===== config.mk =====
export PLATFORM = sky130hd
export DESIGN_NAME = alt_front
export DESIGN_NICKNAME = d
export VERILOG_FILES = /design/src/aniso_lookup_texel_generator_unit_macros.svh /design/src/alt_pkg.sv /design/src/alt_front.sv
export SDC_FILE = /design/constraint.sdc
export NUM_CORES = 1
export LEC_CHECK = 0
export BUFFER_PORTS_ARGS = -buffer_cell sky130_fd_sc_hd__buf_2
export CAP_MARGIN = 25
export CORE_ASPECT_RATIO = 0.5
export CORE_UTILIZATION = 53
export DETAILED_ROUTE_END_ITERATION = 8
export PLACE_DENSITY = 0.9
export SYNTH_ARGS = -nofsm -noshare
export SYNTH_HDL_FRONTEND = slang
export SYNTH_SLANG_ARGS = --single-unit

===== constraint.sdc =====
create_clock -name i_clk -period 8.55 [get_ports i_clk]
set_input_delay 0.4275 -clock i_clk [delete_from_list [all_inputs] [get_ports i_clk]]
set_output_delay 0.4275 -clock i_clk [all_outputs]
set_load 0.1 [all_outputs]

===== src/aniso_lookup_texel_generator_unit_macros.svh =====
`ifndef ANISO_LOOKUP_TEXEL_GENERATOR_UNIT_MACROS_SVH
`define ANISO_LOOKUP_TEXEL_GENERATOR_UNIT_MACROS_SVH

// Same-cycle implication, checked outside reset.
`define ALT_ASSERT_NOW(lbl, ante, cons, msg) \
    lbl: assert property (@(posedge i_clk) disable iff (!i_rst_n) (ante) |-> (cons)) \
        else $error(msg);

// Next-cycle implication, checked outside reset.
`define ALT_ASSERT_NEXT(lbl, ante, cons, msg) \
    lbl: assert property (@(posedge i_clk) disable iff (!i_rst_n) (ante) |=> (cons)) \
        else $error(msg);

`endif


===== src/alt_pkg.sv =====
package alt_pkg;

    localparam int MAX_TEX_SIZE_DEF = 1024;
    localparam int Q_DEPTH_DEF      = 4;

    // Q2.16 values, unsigned.
    typedef logic [17:0] t_q;

    localparam t_q ONE_Q  = 18'd65536;
    localparam t_q K_SPEC = 18'd52429;
    localparam t_q K_DIFF = 18'd13107;

    typedef enum logic [2:0] {
        REG_TEXTURE_SIZE = 3'd0,
        REG_TINT_RED     = 3'd1,
        REG_TINT_GREEN   = 3'd2,
        REG_TINT_BLUE    = 3'd3,
        REG_TINT_ALPHA   = 3'd4,
        REG_METAL_MODE   = 3'd5
    } t_reg_idx;

    typedef struct packed {
        logic [10:0] texture_size;
        logic [7:0]  tint_red;
        logic [7:0]  tint_green;
        logic [7:0]  tint_blue;
        logic [7:0]  tint_alpha;
        logic        metal_mode;
    } t_cfg;

    function automatic t_q qmul(input t_q a, input t_q b);
        logic [35:0] p;
        p = 36'(a) * 36'(b);
        return p[33:16];
    endfunction

    // (t * 65536 + 127) / 255 equals 257 * t plus one when t is 128 or more.
    function automatic t_q chan_q(input logic [7:0] t);
        return 18'({t, 8'h00}) + 18'(t) + 18'(t[7]);
    endfunction

    // Argument of the circle square root: (1 - min(a2, 1)) << 16.
    function automatic logic [32:0] circ_arg(input t_q a2);
        t_q a2c;
        a2c = (a2 > ONE_Q) ? ONE_Q : a2;
        return 33'(ONE_Q - a2c) << 16;
    endfunction

    // Specular base su*cv -/+ u*v, clamped to [0, 1].
    function automatic t_q spec_base(input t_q pp, input t_q uvm, input logic dif);
        logic [18:0] s;
        if (dif) begin
            s = 19'(pp) + 19'(uvm);
        end else if (pp < uvm) begin
            s = '0;
        end else begin
            s = 19'(pp) - 19'(uvm);
        end
        if (s > 19'(ONE_Q)) begin
            s = 19'(ONE_Q);
        end
        return s[17:0];
    endfunction

    function automatic logic [7:0] scale8(input t_q v);
        t_q          vc;
        logic [25:0] m;
        vc = (v > ONE_Q) ? ONE_Q : v;
        m  = {vc, 8'h00} - 26'(vc);
        return m[23:16];
    endfunction

endpackage


===== src/alt_front.sv =====
module alt_front #(
    parameter int MAX_TEX_SIZE = alt_pkg::MAX_TEX_SIZE_DEF,
    parameter int DW           = $clog2(MAX_TEX_SIZE)
) (
    input  logic          i_clk,
    input  logic          i_rst_n,
    input  alt_pkg::t_cfg i_cfg,
    input  logic          i_valid,
    output logic          o_stall,
    input  logic [9:0]    i_texel_x,
    input  logic [9:0]    i_texel_y,
    input  logic          i_full,
    output logic          o_push,
    output logic [DW-1:0] o_den,
    output logic [DW-1:0] o_mu,
    output logic [DW-1:0] o_mv,
    output logic          o_uneg,
    output logic          o_vneg
);

    localparam logic [12:0] MAXS = 13'(MAX_TEX_SIZE);

    logic [12:0]   s_size;
    logic [DW-1:0] s_d;
    logic [DW-1:0] s_x;
    logic [DW-1:0] s_y;
    logic [DW:0]   s_tx;
    logic [DW:0]   s_ty;
    logic [DW:0]   s_dd;
    logic          s_uneg;
    logic          s_vneg;
    logic [DW:0]   s_mu;
    logic [DW:0]   s_mv;

    logic          r_vld;
    logic [DW-1:0] r_mu;
    logic [DW-1:0] r_mv;
    logic          r_uneg;
    logic          r_vneg;

    always_comb begin
        s_size = {2'b00, i_cfg.texture_size};
        if (s_size < 13'd2) begin
            s_size = 13'd2;
        end else if (s_size > MAXS) begin
            s_size = MAXS;
        end
        s_d = DW'(s_size - 13'd1);

        // Coordinates past the edge are saturated to the last texel.
        s_x = (13'(i_texel_x) > 13'(s_d)) ? s_d : DW'(i_texel_x);
        s_y = (13'(i_texel_y) > 13'(s_d)) ? s_d : DW'(i_texel_y);

        s_tx   = {s_x, 1'b0};
        s_ty   = {s_y, 1'b0};
        s_dd   = {1'b0, s_d};
        s_uneg = s_tx < s_dd;
        s_vneg = s_ty > s_dd;
        s_mu   = s_uneg ? (s_dd - s_tx) : (s_tx - s_dd);
        s_mv   = s_vneg ? (s_ty - s_dd) : (s_dd - s_ty);
    end

    assign o_stall = r_vld && i_full;
    assign o_push  = r_vld && !i_full;
    assign o_den   = s_d;
    assign o_mu    = r_mu;
    assign o_mv    = r_mv;
    assign o_uneg  = r_uneg;
    assign o_vneg  = r_vneg;

    always_ff @(posedge i_clk) begin
        if (!i_rst_n) begin
            r_vld <= 1'b0;
        end else if (!o_stall) begin
            r_vld <= i_valid;
        end
    end

    always_ff @(posedge i_clk) begin
        if (!o_stall && i_valid) begin
            r_mu   <= s_mu[DW-1:0];
            r_mv   <= s_mv[DW-1:0];
            r_uneg <= s_uneg;
            r_vneg <= s_vneg;
        end
    end

endmodule


==> summary.md <==
| Metric | Value |
|---|---|
| Status | completed |
| Final core occ | 63.4% |
| WL/cell | 15.1 um |
| 1st-iter DRT viols | 246 |
| Max_slew headroom | 37.4% |
| Total CTS buffers | 3 |
| Fillers | 532 |
| Worst hold path depth | 2 |
| Multi-input logic area | 0.00251 mm^2 |
| Setup CP Type | in -> reg |
| Hold path endpoint | r_vld$_SDFFE_PN0N_ |
| RSZ-0062 raised after global routing | false |
| Mapped cell area | 0.00334 mm^2 |
| GP Congestion | 0.972 |
| FF-to-FF End | o_mv[8]$_DFFE_PP_ |
| Die area | 0.00665 mm^2 |
| CP required | 8540 ps |
| Post-DP HPWL | 6.89 mm |
| Drt pass-1 iters | 5 |
| CTS-repair resized insts | 0 |
| Slowest-stage cell, CP | ha_1 |
| Worst setup SP type | input port |
| Pleak | 0.00188 uW |
| Register-to-Register Path Depth | 2 |
| Initial core utilization | 55.0% |
| Final WL | 8.41 mm |
| DIE HEIGHT | 58.2 um |
| Worst reg2reg setup slack | 6970 ps |
| Final hold vios | 0 |
| First-pass GRT wire length | 13.7 mm |
| NumNets Final | 585 |
| Max-slew violations | 0 |
| Via density | 5.87 |
| Area share of the largest cell type after synthesis | 18.9% |
| DR DRC count | 0 |
| H-tree depth | 1 |
| Max_cap viols | 0 |
| Register bit total from synthesis | 22 |
| Main area contributors after synthesis | edfxtp_1 (19%), ha_1 (17%), a21o_1 (6.3%) |
| Post-layout minimum cycle time | 7700 ps |
| Setup TNS | 0 ps |
| Syn Area/Cell | 8.17 um^2 |
| Layout cells sized above 1 | 20.5% |
| N_diodes | 0 |
| Unique masters post-synth | 68 |
| Fmax | 130 MHz |
| Commonest cells post-synth | ha_1 (45), inv_1 (34), nand2_1 (33) |
| R2r startpoint | r_vld$_SDFFE_PN0N_ |
| Initial antenna violation count | 0 |
| Cell Pwr Density | 217 mW/mm^2 |
| Count leader, synth | ha_1 |
| Final setup vio count | 0 |
| Yosys warns | 0 |
| PortBufs | 68 |
| Clock sink count | 22 |
| Sequential-to-total area share from yosys stat | 19.5% |
| Later-pin clock latency in the skew report | 250 ps |
| Part of the cycle the worst path needs | 90.1% |
| # rows | 20 |
| Layout area overhead | 15.3% |
| CTS tree | built |
| Setup skew after layout | 1.78 ps |
| Syn_nets | 524 |
| Top_reg_cell synth | edfxtp_1 |
| CTS root buffer | clkbuf_16 |
| CP max stage delay | 500 ps |
| Via count | 3267 |
| Worst-margin pin slew | 935 ps |
| Vias in the first global route | 2866 |
| CP Data Arrival Time | 7700 ps |
| I/O pin count | 102 |
| Total global-route track usage | 26.1% |
| Crit end category | flop |
| CP max FO | 15 |
| Biggest area consumer among synthesized cells | edfxtp_1 |
| Hold Startpoint | i_rst_n |
| CTS clk-pin slew, worst paths | 50 ps |
| Maximum vdd drop | 0.0000847 V |
| Core area | 0.00608 mm^2 |
| Routed Antenna Nets | 0 |
| Hold Buf Count CTS | 0 |
| Die W | 114 um |
| Post-CTS setup buffers | 0 |
| Clk buf depth | 2 |
| Reg area | 651 um^2 |
| Post-synth EDFFs | 21 |
| Overflow after GRT | 0 |
| Post-synthesis async set-or-reset flop share | 0% |
| HP Class | in -> reg |
| Mapped Cells | 409 |
| Pin count of the biggest net entering global routing | 22 |
| Source of the critical timing path | i_cfg[38] |
[worst max path at each step]
| stage | end | cells after the start |
|---|---|---|
| global route | o_mv[6]$_DFFE_PP_ | 29 |
| CTS | o_mv[6]$_DFFE_PP_ | 29 |
| detailed placement | o_mv[6]$_DFFE_PP_ | 29 |
| global placement | o_mv[6]$_DFFE_PP_ | 30 |
| finish | o_mv[6]$_DFFE_PP_ | 31 |
| floorplan | o_mv[6]$_DFFE_PP_ | 31 |
[through the flow]
step | power, uW | hold slack, ps | instance area, um^2 | cells | setup WS (ps)
2_1_floorplan | 631 | 545 | 3360 | 409 | 20.3
3_3_place_gp | 716 | 591 | 3770 | 553 | 946
3_5_place_dp | 728 | 633 | 3770 | 553 | 830
4_1_cts | 832 | 394 | 3850 | 557 | 1050
5_1_grt | 880 | 411 | 3850 | 557 | 276
6_report | 835 | 388 | 3850 | 557 | 847
[placed cells by master (no fill, tap or decap), types with 21 or more instances in the layout]
| master | count |
|---|---|
| inv_1 | 34 |
| ha_1 | 45 |
| nor2_1 | 25 |
| nand2_1 | 33 |
| edfxtp_1 | 21 |
| a21oi_1 | 21 |
| a21o_1 | 28 |
| o21ai_0 | 22 |
| buf_2 | 68 |
[routing by layer]
metal	GRT usage, %	vias up	share of wire, %
met5	0	-	0
met4	7.61	0	1.0
met3	2.72	10	7.8
met2	40.4	149	42
met1	38.6	1483	49
li1	-	1625	-
[sequential cells by signal, indices dropped and copies added, names as in the netlist]
signal	flops
o_vneg	1
o_mu	10
r_vld	1
o_uneg	1
o_mv	9
[logic make-up after synthesis]
group	Yosys count	synth area share, %
AOI/OAI and AO/OA	132	27.1
and+or+nand+nor	123	19.9
buffers and inverters	51	6.06
adders and majority gates	50	18.9
DFF	22	19.5
xor gates and xnor gates	20	5.24
muxes	11	3.37
[critical path: cells and delay by family]
kind,cells,cell delay [ps]
AOI/OAI and AO/OA,14,3370
and+or+nand+nor,8,1510
adders and majority gates,3,1210
buffers and inverters,4,650
muxes,1,380
xor gates and xnor gates,1,140
[area by class of cell]
| cell class | count | area share, % |
|---|---|---|
| tap | 88 | 2.86 |
| clock buffer | 4 | 2.30 |
| multi-input combinational | 336 | 65.0 |
| sequential | 22 | 16.9 |
| inverter | 36 | 3.51 |
| timing repair buffer | 71 | 9.41 |
[where the power goes]
group	total (uW)	leakage, uW	internal [uW]	switching (uW)
clock network	103	0.0000442	71.1	31.7
registers	163	0.000211	158	4.74
logic	569	0.00162	157	413
Power figures use the tool's default switching activity.
