**src/aniso_lookup_texel_generator_unit_macros.svh**
```systemverilog
`ifndef ANISO_LOOKUP_TEXEL_GENERATOR_UNIT_MACROS_SVH
`define ANISO_LOOKUP_TEXEL_GENERATOR_UNIT_MACROS_SVH

// Same-cycle implication, checked outside reset.
`define ALT_ASSERT_NOW(lbl, ante, cons, msg) \
    lbl: assert property (@(posedge i_clk) disable iff (!i_rst_n) (ante) |-> (cons)) \
        else $error(msg);

// Next-cycle implication, checked outside reset.
`define ALT_ASSERT_NEXT(lbl, ante, cons, msg) \
    lbl: assert property (@(posedge i_clk) disable iff (!i_rst_n) (ante) |=> (cons)) \
        else $error(msg);

`endif

```
**src/alt_pkg.sv**
```systemverilog
package alt_pkg;

    localparam int MAX_TEX_SIZE_DEF = 1024;
    localparam int Q_DEPTH_DEF      = 4;

    // Q2.16 values, unsigned.
    typedef logic [17:0] t_q;

    localparam t_q ONE_Q  = 18'd65536;
    localparam t_q K_SPEC = 18'd52429;
    localparam t_q K_DIFF = 18'd13107;

    typedef enum logic [2:0] {
        REG_TEXTURE_SIZE = 3'd0,
        REG_TINT_RED     = 3'd1,
        REG_TINT_GREEN   = 3'd2,
        REG_TINT_BLUE    = 3'd3,
        REG_TINT_ALPHA   = 3'd4,
        REG_METAL_MODE   = 3'd5
    } t_reg_idx;

    typedef struct packed {
        logic [10:0] texture_size;
        logic [7:0]  tint_red;
        logic [7:0]  tint_green;
        logic [7:0]  tint_blue;
        logic [7:0]  tint_alpha;
        logic        metal_mode;
    } t_cfg;

    function automatic t_q qmul(input t_q a, input t_q b);
        logic [35:0] p;
        p = 36'(a) * 36'(b);
        return p[33:16];
    endfunction

    // (t * 65536 + 127) / 255 equals 257 * t plus one when t is 128 or more.
    function automatic t_q chan_q(input logic [7:0] t);
        return 18'({t, 8'h00}) + 18'(t) + 18'(t[7]);
    endfunction

    // Argument of the circle square root: (1 - min(a2, 1)) << 16.
    function automatic logic [32:0] circ_arg(input t_q a2);
        t_q a2c;
        a2c = (a2 > ONE_Q) ? ONE_Q : a2;
        return 33'(ONE_Q - a2c) << 16;
    endfunction

    // Specular base su*cv -/+ u*v, clamped to [0, 1].
    function automatic t_q spec_base(input t_q pp, input t_q uvm, input logic dif);
        logic [18:0] s;
        if (dif) begin
            s = 19'(pp) + 19'(uvm);
        end else if (pp < uvm) begin
            s = '0;
        end else begin
            s = 19'(pp) - 19'(uvm);
        end
        if (s > 19'(ONE_Q)) begin
            s = 19'(ONE_Q);
        end
        return s[17:0];
    endfunction

    function automatic logic [7:0] scale8(input t_q v);
        t_q          vc;
        logic [25:0] m;
        vc = (v > ONE_Q) ? ONE_Q : v;
        m  = {vc, 8'h00} - 26'(vc);
        return m[23:16];
    endfunction

endpackage

```
**src/alt_queue.sv**
```systemverilog
module alt_queue #(
    parameter int W     = 8,
    parameter int DEPTH = alt_pkg::Q_DEPTH_DEF
) (
    input  logic         i_clk,
    input  logic         i_rst_n,
    input  logic         i_push,
    input  logic [W-1:0] i_data,
    input  logic         i_pop,
    output logic [W-1:0] o_data,
    output logic         o_empty,
    output logic         o_full
);

    localparam int AW = (DEPTH > 1) ? $clog2(DEPTH) : 1;
    localparam int CW = $clog2(DEPTH + 1);

    logic [W-1:0]  r_mem [DEPTH];
    logic [AW-1:0] r_wp;
    logic [AW-1:0] r_rp;
    logic [CW-1:0] r_cnt;
    logic          s_push;
    logic          s_pop;

    assign o_empty = (r_cnt == '0);
    assign o_full  = (r_cnt == CW'(DEPTH));
    assign s_push  = i_push && !o_full;
    assign s_pop   = i_pop && !o_empty;
    assign o_data  = r_mem[r_rp];

    always_ff @(posedge i_clk) begin
        if (!i_rst_n) begin
            r_wp  <= '0;
            r_rp  <= '0;
            r_cnt <= '0;
        end else begin
            if (s_push) begin
                r_wp <= (r_wp == AW'(DEPTH - 1)) ? '0 : r_wp + 1'b1;
            end
            if (s_pop) begin
                r_rp <= (r_rp == AW'(DEPTH - 1)) ? '0 : r_rp + 1'b1;
            end
            if (s_push && !s_pop) begin
                r_cnt <= r_cnt + 1'b1;
            end else if (s_pop && !s_push) begin
                r_cnt <= r_cnt - 1'b1;
            end
        end
    end

    always_ff @(posedge i_clk) begin
        if (s_push) begin
            r_mem[r_wp] <= i_data;
        end
    end

endmodule

```
**config.mk**
```make
export PLATFORM = sky130hd
export DESIGN_NAME = alt_queue
export DESIGN_NICKNAME = d
export VERILOG_FILES = /design/src/aniso_lookup_texel_generator_unit_macros.svh /design/src/alt_pkg.sv /design/src/alt_queue.sv
export SDC_FILE = /design/constraint.sdc
export NUM_CORES = 1
export LEC_CHECK = 0
export BUFFER_PORTS_ARGS = -buffer_cell sky130_fd_sc_hd__buf_2
export CAP_MARGIN = 20
export CORE_MARGIN = 2
export CORE_UTILIZATION = 30
export CTS_BUF_LIST = sky130_fd_sc_hd__clkbuf_16
export CTS_CLUSTER_DIAMETER = 60
export DETAILED_ROUTE_END_ITERATION = 7
export MAX_ROUTING_LAYER = met4
export PLACE_DENSITY = 0.56
export SLEW_MARGIN = 20
export SYNTH_ARGS = -nofsm -noshare
export SYNTH_HDL_FRONTEND = slang
export SYNTH_SLANG_ARGS = --single-unit
```
**constraint.sdc**
```tcl
create_clock -name i_clk -period 2.6 [get_ports i_clk]
set_input_delay 0.26 -clock i_clk [delete_from_list [all_inputs] [get_ports i_clk]]
set_output_delay 0.26 -clock i_clk [all_outputs]
set_load 0.02 [all_outputs]
```
==> out/metrics.yaml, run 1 <==
critical_path:
  end_kind: "flip-flop"
  crit_type: "reg2reg"
  crit_path_max_fanout: 5
  reg2regPathDepth: 7
  arrival_ns: 2.51
  required_ns: 2.81
  cp-start-kind: "flip-flop"
  cp-startpoint: "r_cnt[0]"
  r2r-start: "r_cnt[0]"
finish:
  layout-drive-gt1-share_pct: 32.8
  syn_to_final_growth_pct: 23.1
  finish.utilization_pct: 38.8
  fin_nets: 137
  antenna_cells: 0
route:
  viasPerCell: 4.36
  wl_um: 2580
  detail_route.wl_per_cell_um: 13.7
  dr.pass1.iters: 4
  drc: 0
  vias: 824
  ant_nets: 0
  drt-initial-drc-count: 15
min_path:
  min_from: "i_data[4]"
  worstHoldPathCells: 1
  hold_path.class: "in2reg"
global_route:
  grt_max_degree: 15
  grt_pass1_wl_um: 4120
  grt-ovfl-total: 0
  grt_pass1_vias: 858
  grt_util_all_layers_pct: 9.48
  antenna_found_initial: 0
logic_synthesis:
  synth_seq_cells: 41
  syn_avg_cell_area_um2: 17.5
  synth_area_um2: 1630
  synth_cell_types: 23
  synth_nets: 112
  synthCells: 93
  yosysSeqAreaShare_pct: 70.0
  yosysWarnings: 0
die:
  die_area_um2: 6040
  num_rows: 26
  initial_utilization_pct: 31.5
  die_h_um: 77.7
  core-area_um2: 5170
  io_pins: 22
  fp.dieW_um: 77.7
timing:
  hold_violations: 0
  slew_headroom_pct: 61.6
  hold_slack_ns: 0.194
  tightest_slew_ns: 0.575
  rsz0062_at_grt: "false"
  fmax_ghz: 0.434
  min_period_ns: 2.31
  drv_slew: 0
  tns_ns: 0
  setup_viol: 0
  period_share_pct: 88.7
  fin_skew_ns: 0.00592
clocking:
  cts_tree: "yes"
  cts_hold_buf: 0
  cts_buffers: 5
  insertion_delay_ns: 0.28
  cts_num_sinks: 41
  post_cts_buffers: 0
  cts_repair_resize_count: 0
  cts.clk_slew.worst_paths_ns: 0.06
  clockBufferDepth: 2
  h-tree-depth: 2
  root_buffer: "clkbuf_16"
power:
  ir_drop_mv: 0.426
  powerDensity_nw_per_um2: 1080
  leakagePower_nw: 0.731
placed_design:
  portBuffers: 21
  gp_congestion: 0.724
status:
  status: "finished clean"
flow_run:
  cap_violations: 0
[layer usage]
| metal | track usage (%) | vias to the layer above | part of all wire [%] |
|---|---|---|---|
| li1 | - | 397 | - |
| met1 | 10.9 | 399 | 44 |
| met2 | 15.0 | 21 | 49 |
| met3 | 3.26 | 7 | 5.1 |
| met4 | 4.29 | 0 | 2.1 |
| met5 | - | - | 0 |
[Yosys cell counts]
cell type,instances,area (µm²)
mux4_2,8,180
nor3b_2,1,12.5
nor2b_1,2,12.5
dfxtp_1,9,180
a21boi_0,1,7.51
mux2i_1,3,30.0
ha_1,6,75.1
nor3_1,1,5.00
o31ai_1,1,7.51
or3_1,1,6.26
buf_1,1,3.75
nand3_1,2,10.0
inv_1,3,11.3
nor2_1,2,7.51
buf_2,2,10.0
nand2_1,6,22.5
edfxtp_1,32,961
o21ai_0,3,15.0
clkbuf_1,1,3.75
xnor2_1,1,8.76
and2_1,5,31.3
xor2_1,1,8.76
fa_1,1,20.0
[flip-flops by register name, indices dropped and copies added (netlist names), named ones only]
signal  flops
r_mem      32
r_cnt       3
r_rp        2
r_wp        2
[power by group]
| part | total [mW] | switching, mW | leakage [nW] | internal [mW] |
|---|---|---|---|---|
| Combinational | 0.475 | 0.250 | 0.269 | 0.225 |
| Clock | 0.788 | 0.235 | 0.0944 | 0.553 |
| Sequential | 0.896 | 0.0880 | 0.367 | 0.808 |
| Total | 2.16 | 0.573 | 0.731 | 1.59 |
[worst paths after layout]
check                     end  slack, ns
setup / recovery     r_cnt[2]       0.29
setup reg to reg     r_cnt[2]       0.29
hold reg to reg       r_wp[1]       0.51
hold / removal    r_mem[2][4]       0.19
[worst max-delay path, cell delays in order (launching register included)]
cell and delay, ns:
dfxtp_1 0.37, o31ai_1 0.52, ha_1 0.29, inv_1 0.06
fa_1 0.38, xor2_1 0.16, or3_1 0.30, a21boi_0 0.16
[through the flow]
stage	cells	total power [mW]	cell area, µm²	worst slack (ns)
after global routing	189	2.26	2010	0.108
after global placement	181	1.37	1810	0.434
after detailed placement	181	1.39	1810	0.308
after floorplan	93	1.25	1630	0.507
after CTS	189	2.19	2010	0.275
final	189	2.16	2010	0.295
[kinds of logic after synthesis]
| family | count (synthesis) | share of synthesized area (%) |
|---|---|---|
| xor+xnor | 2 | 1.07 |
| compound gates | 5 | 1.84 |
| fa+ha+maj | 7 | 5.83 |
| simple gates | 20 | 6.60 |
| mux | 11 | 12.9 |
| flops | 41 | 70.0 |
| buf+inv | 7 | 1.76 |
[final cells by class]
class | instances | area (µm²)
fillers | 486 | 3170
flip-flops and latches | 41 | 1140
multi-input cells | 45 | 460
clock buffers | 5 | 125
repair buffers | 22 | 113
well taps | 70 | 87.6
clock inverters | 3 | 68.8
inverters | 3 | 11.3
[cell usage in the layout, fill, tap and decap left out, drive strengths merged, types with 2 or more instances in the layout]
cell / n
buf: 22
nor2b: 2
inv: 4
and2: 5
dfxtp: 9
mux4: 8
bufinv: 2
ha: 6
nand2: 6
o21ai: 3
edfxtp: 32
mux2i: 3
clkbuf: 5
nor2: 2
nand3: 2
Power figures use the tool's default switching activity.
==> run 2, diff against run 1 <==
Settings changed: RECOVER_POWER from default to 100.
==> run 2 against run 1 <==
  * Clock-buffer cell count unchanged
  * Clock power about the same
  * Hold slack better by 0.042 ns
  * Cell count unchanged
  * Sequential power hardly changed
  * Core utilization shrank 0.60 points
  * Global-route usage unchanged
  * Fmax barely moved
  * First-iteration DRC count grew 53%
==> out/metrics.yaml, run 2 (synthesized netlist as in run 1, its figures left out) <==
status:
  status: "finished clean"
critical_path:
  crit_type: "reg2reg"
  rrSetupSlack_ns: 0.29
  cp-start-kind: "flip-flop"
  arrival_ns: 2.51
  crit_path_max_fanout: 7
  end_kind: "flip-flop"
  required_ns: 2.81
clocking:
  cts_tree: "yes"
  cts_hold_buf: 0
  cts_num_sinks: 41
  root_buffer: "clkbuf_16"
  post_cts_buffers: 0
  h-tree-depth: 2
  clockBufferDepth: 2
  cts_buffers: 5
  cts.clk_slew.worst_paths_ns: 0.06
  insertion_delay_ns: 0.28
  cts_repair_resize_count: 0
finish:
  regArea_um2: 1140
  syn_to_final_growth_pct: 21.2
  fin_nets: 137
  multi_input_area_um2: 455
  regMostFlops: "r_mem"
  layout-drive-gt1-share_pct: 16.0
  final_common_cell: "edfxtp_1"
  antenna_cells: 0
  largest_reg_flops: 32
  most-common-layout-cells: "32 x edfxtp_1, 19 x clkbuf_1, 9 x dfxtp_1, 8 x mux4_2"
  fill_cells: 497
  final_cell_area_um2: 1980
  reg_top3: "r_mem (32), r_cnt (3)"
timing:
  period_share_pct: 88.7
  hold_violations: 0
  tns_ns: 0
  tightest_slew_ns: 0.660
  rsz0062_at_grt: "false"
  drv_slew: 0
  fmax_ghz: 0.434
  min_period_ns: 2.31
  slew_headroom_pct: 55.9
  setup_viol: 0
  fin_skew_ns: 0.00546
global_route:
  grt_util_all_layers_pct: 9.48
  grt_pass1_vias: 858
  grt_pass1_wl_um: 4120
  grt-ovfl-total: 0
  antenna_found_initial: 0
  grt_max_degree: 15
die:
  fp.dieW_um: 77.7
  initial_utilization_pct: 31.5
  io_pins: 22
  num_rows: 26
  die_h_um: 77.7
  core-area_um2: 5170
  die_area_um2: 6040
route:
  ant_nets: 0
  wl_um: 2570
  drt-initial-drc-count: 23
  vias: 824
  viasPerCell: 4.36
  dr.pass1.iters: 4
  detail_route.wl_per_cell_um: 13.6
  drc: 0
power:
  powerDensity_nw_per_um2: 1080
  ir_drop_mv: 0.402
  leakagePower_nw: 0.669
placed_design:
  gp_congestion: 0.724
  portBuffers: 21
  postPlaceCellArea_um2: 1810
min_path:
  hold_path.class: "in2reg"
flow_run:
  cap_violations: 0
==> run 2: changes by cell type in the layout (fill, tap and decap cells not counted), moves of 5 or more <==
cell,delta
and2_1,-5
and2_0,+5
clkbuf_1,+19
buf_2,-18
==> run 2: final timing paths <==
kind,start,to,cells after the start
setup / recovery,r_cnt[0],r_cnt[2],9
hold / removal,i_data[4],r_mem[2][4],1
setup reg to reg,r_cnt[0],r_cnt[2],9
hold reg to reg,r_wp[1],r_wp[1],2
==> run 2: critical path: stages (launching register included) <==
cell and delay [ns]:
dfxtp_1 0.43, nor3b_1 0.10, nor2b_1 0.11, clkbuf_1 0.29
ha_1 0.25, inv_1 0.06, fa_1 0.38, xor2_1 0.16
or3_1 0.30, a21boi_0 0.16
==> run 2: metal layers <==
| metal | vias up | global-route usage, % | wire length [µm] |
|---|---|---|---|
| met5 | - | - | 0 |
| met4 | 0 | 4.29 | 55 |
| met3 | 7 | 3.26 | 128 |
| met2 | 21 | 15.0 | 1260 |
| met1 | 400 | 10.9 | 1130 |
| li1 | 396 | - | - |
==> run 2: layout make-up <==
class | count | share of cell area (%)
multi-input cells | 45 | 23.1
clock buffers | 5 | 6.33
flip-flops and latches | 41 | 57.8
repair buffers | 22 | 4.37
inverters | 3 | 0.570
well taps | 70 | 4.43
clock inverters | 3 | 3.48
==> run 2: stage by stage <==
stage	hold WS (ns)	utilization [%]	std cells	worst slack (ns)	power, mW
after floorplan	0.359	-	93	0.507	1.25
after global placement	0.474	35.1	181	0.434	1.37
after detailed placement	0.480	35.1	181	0.308	1.39
after CTS	0.185	38.8	189	0.275	2.19
after global routing	0.236	38.2	189	0.104	2.23
final	0.236	38.2	189	0.294	2.13
==> run 2: where the power goes <==
part,internal [mW],total (mW),switching (mW)
clock,0.553,0.788,0.235
combinational,0.199,0.451,0.252
sequential,0.808,0.895,0.0865
total,1.56,2.13,0.574
==> run 3, diff against run 2 <==
==> constraint.sdc (replaced) <==
create_clock -name i_clk -period 2.6 [get_ports i_clk]
set_input_delay 0.26 -clock i_clk [delete_from_list [all_inputs] [get_ports i_clk]]
set_output_delay 0.26 -clock i_clk [all_outputs]
set_load 0.005 [all_outputs]
==> run 3 against run 2 <==
  * Sequential power about the same
  * First-iteration DRC count unchanged
  * Fmax stayed put
  * Worst setup slack unchanged
==> out/metrics.yaml, run 3 (synthesized netlist as in run 1, its figures left out) <==
timing:
  tightest_slew_ns: 0.660
  fmax_ghz: 0.434
  setup_viol: 0
  drv_slew: 0
  setup_ws_ns: 0.294
  min_period_ns: 2.31
  fin_skew_ns: 0.00546
  period_share_pct: 88.7
  hold_violations: 0
  tns_ns: 0
  slew_headroom_pct: 55.9
  hold_slack_ns: 0.236
  rsz0062_at_grt: "false"
power:
  seqPwrFrac_pct: 43.4
  p_sw_share_pct: 23.8
  p_clk_share_pct: 38.2
  pwr-share-comb_pct: 18.4
  leakagePower_nw: 0.686
  ir_drop_mv: 0.350
  internal-power_mw: 1.57
  p_switching_mw: 0.492
  powerDensity_nw_per_um2: 1040
die:
  die_h_um: 77.7
  fp.dieW_um: 77.7
  num_rows: 26
  initial_utilization_pct: 31.5
  core-area_um2: 5170
  die_area_um2: 6040
  io_pins: 22
finish:
  finish.utilization_pct: 38.3
  regMostFlops: "r_mem"
  layout-drive-gt1-share_pct: 21.0
  most-common-layout-cells: "32 x edfxtp_1, 13 x clkbuf_1, 9 x dfxtp_1, 9 x buf_2, 8 x mux4_2"
  reg_top3: "r_mem (32), r_cnt (3)"
  final_common_cell: "edfxtp_1"
  largest_reg_flops: 32
  syn_to_final_growth_pct: 21.6
  fin_nets: 137
  fill_cells: 494
  antenna_cells: 0
  final_cell_area_um2: 1980
critical_path:
  path_cells: "nor3b_1 > nor2b_1 > clkbuf_1 > ha_1 > inv_1 > fa_1 > xor2_1 > or3_1 > a21boi_0"
  crit_slowest_cell: "dfxtp_1"
  cp-start-kind: "flip-flop"
  end_kind: "flip-flop"
  max_stage_delay_ns: 0.43
  required_ns: 2.81
  crit_path_max_fanout: 7
  crit_type: "reg2reg"
  arrival_ns: 2.51
placed_design:
  portBuffers: 21
  post-place-ws_ns: 0.308
  gp_congestion: 0.724
  postPlaceCellArea_um2: 1810
clocking:
  cts_tree: "yes"
  h-tree-depth: 2
  cts_repair_resize_count: 0
  root_buffer: "clkbuf_16"
  post_cts_buffers: 0
  clockBufferDepth: 2
  cts.clk_slew.worst_paths_ns: 0.06
  insertion_delay_ns: 0.28
  cts_hold_buf: 0
  cts_buffers: 5
  cts_num_sinks: 41
status:
  status: "finished clean"
min_path:
  hold_path.class: "in2reg"
global_route:
  grt_max_degree: 15
  antenna_found_initial: 0
  grt_pass1_wl_um: 4120
  grt_pass1_vias: 858
  grt-ovfl-total: 0
  grt_util_all_layers_pct: 9.48
route:
  vias: 824
  dr.pass1.iters: 4
  drt-initial-drc-count: 23
  drc: 0
  wl_um: 2570
  viasPerCell: 4.36
  detail_route.wl_per_cell_um: 13.6
  ant_nets: 0
flow_run:
  cap_violations: 0
==> run 3: cell types whose count changed in the layout (fill, tap and decap cells not counted) <==
cell | previous run | this run
buf_2 | 3 | 9
clkbuf_1 | 19 | 13
==> run 3: critical path: cells and delay by family, from the launching register on <==
kind                       cells  cell delay (ns)
DFF                            1             0.43
AOI/OAI and AO/OA              1             0.16
and+or+nand+nor                3             0.51
adders and majority gates      2             0.63
buffers and inverters          2             0.35
xor gates and xnor gates       1             0.16
==> run 3: path summary, 6_finish.rpt <==
check	start	slack, ns	to	cells past startpoint
setup reg to reg	r_cnt[0]	0.29	r_cnt[2]	9
hold reg to reg	r_wp[1]	0.51	r_wp[1]	2
hold / removal	i_data[4]	0.24	r_mem[2][4]	1
setup / recovery	r_cnt[0]	0.29	r_cnt[2]	9
==> run 3: power by group through the flow <==
stage          clock network [mW]  logic (mW)  registers (mW)
6_report                    0.788       0.379           0.895
5_1_grt                     0.824       0.427           0.912
4_1_cts                     0.805       0.401           0.901
3_5_place_dp                    0       0.395           0.915
3_3_place_gp                    0       0.384           0.907
2_1_floorplan                   0       0.304           0.859
==> run 3: final cells by class <==
cell class | count | area, µm² | area share (%)
Inverter | 3 | 11.3 | 0.568
Multi-Input combinational cell | 45 | 455 | 23.0
Tap cell | 70 | 87.6 | 4.42
Clock inverter | 3 | 68.8 | 3.47
Sequential cell | 41 | 1140 | 57.5
Clock buffer | 5 | 125 | 6.31
Timing Repair Buffer | 22 | 93.8 | 4.73
==> run 3: routing by layer <==
metal | part of all wire, % | global-route usage, % | up-vias | wire (µm)
met5 | 0 | - | - | 0
met2 | 49 | 15.0 | 21 | 1260
met1 | 44 | 10.9 | 400 | 1130
li1 | - | - | 396 | -
met4 | 2.1 | 4.29 | 0 | 55
met3 | 5.0 | 3.26 | 7 | 128
==> run 3: per-stage QoR <==
stage,cells,power [mW]
3_5_place_dp,181,1.31
4_1_cts,189,2.11
2_1_floorplan,93,1.16
5_1_grt,189,2.16
3_3_place_gp,181,1.29
6_report,189,2.06
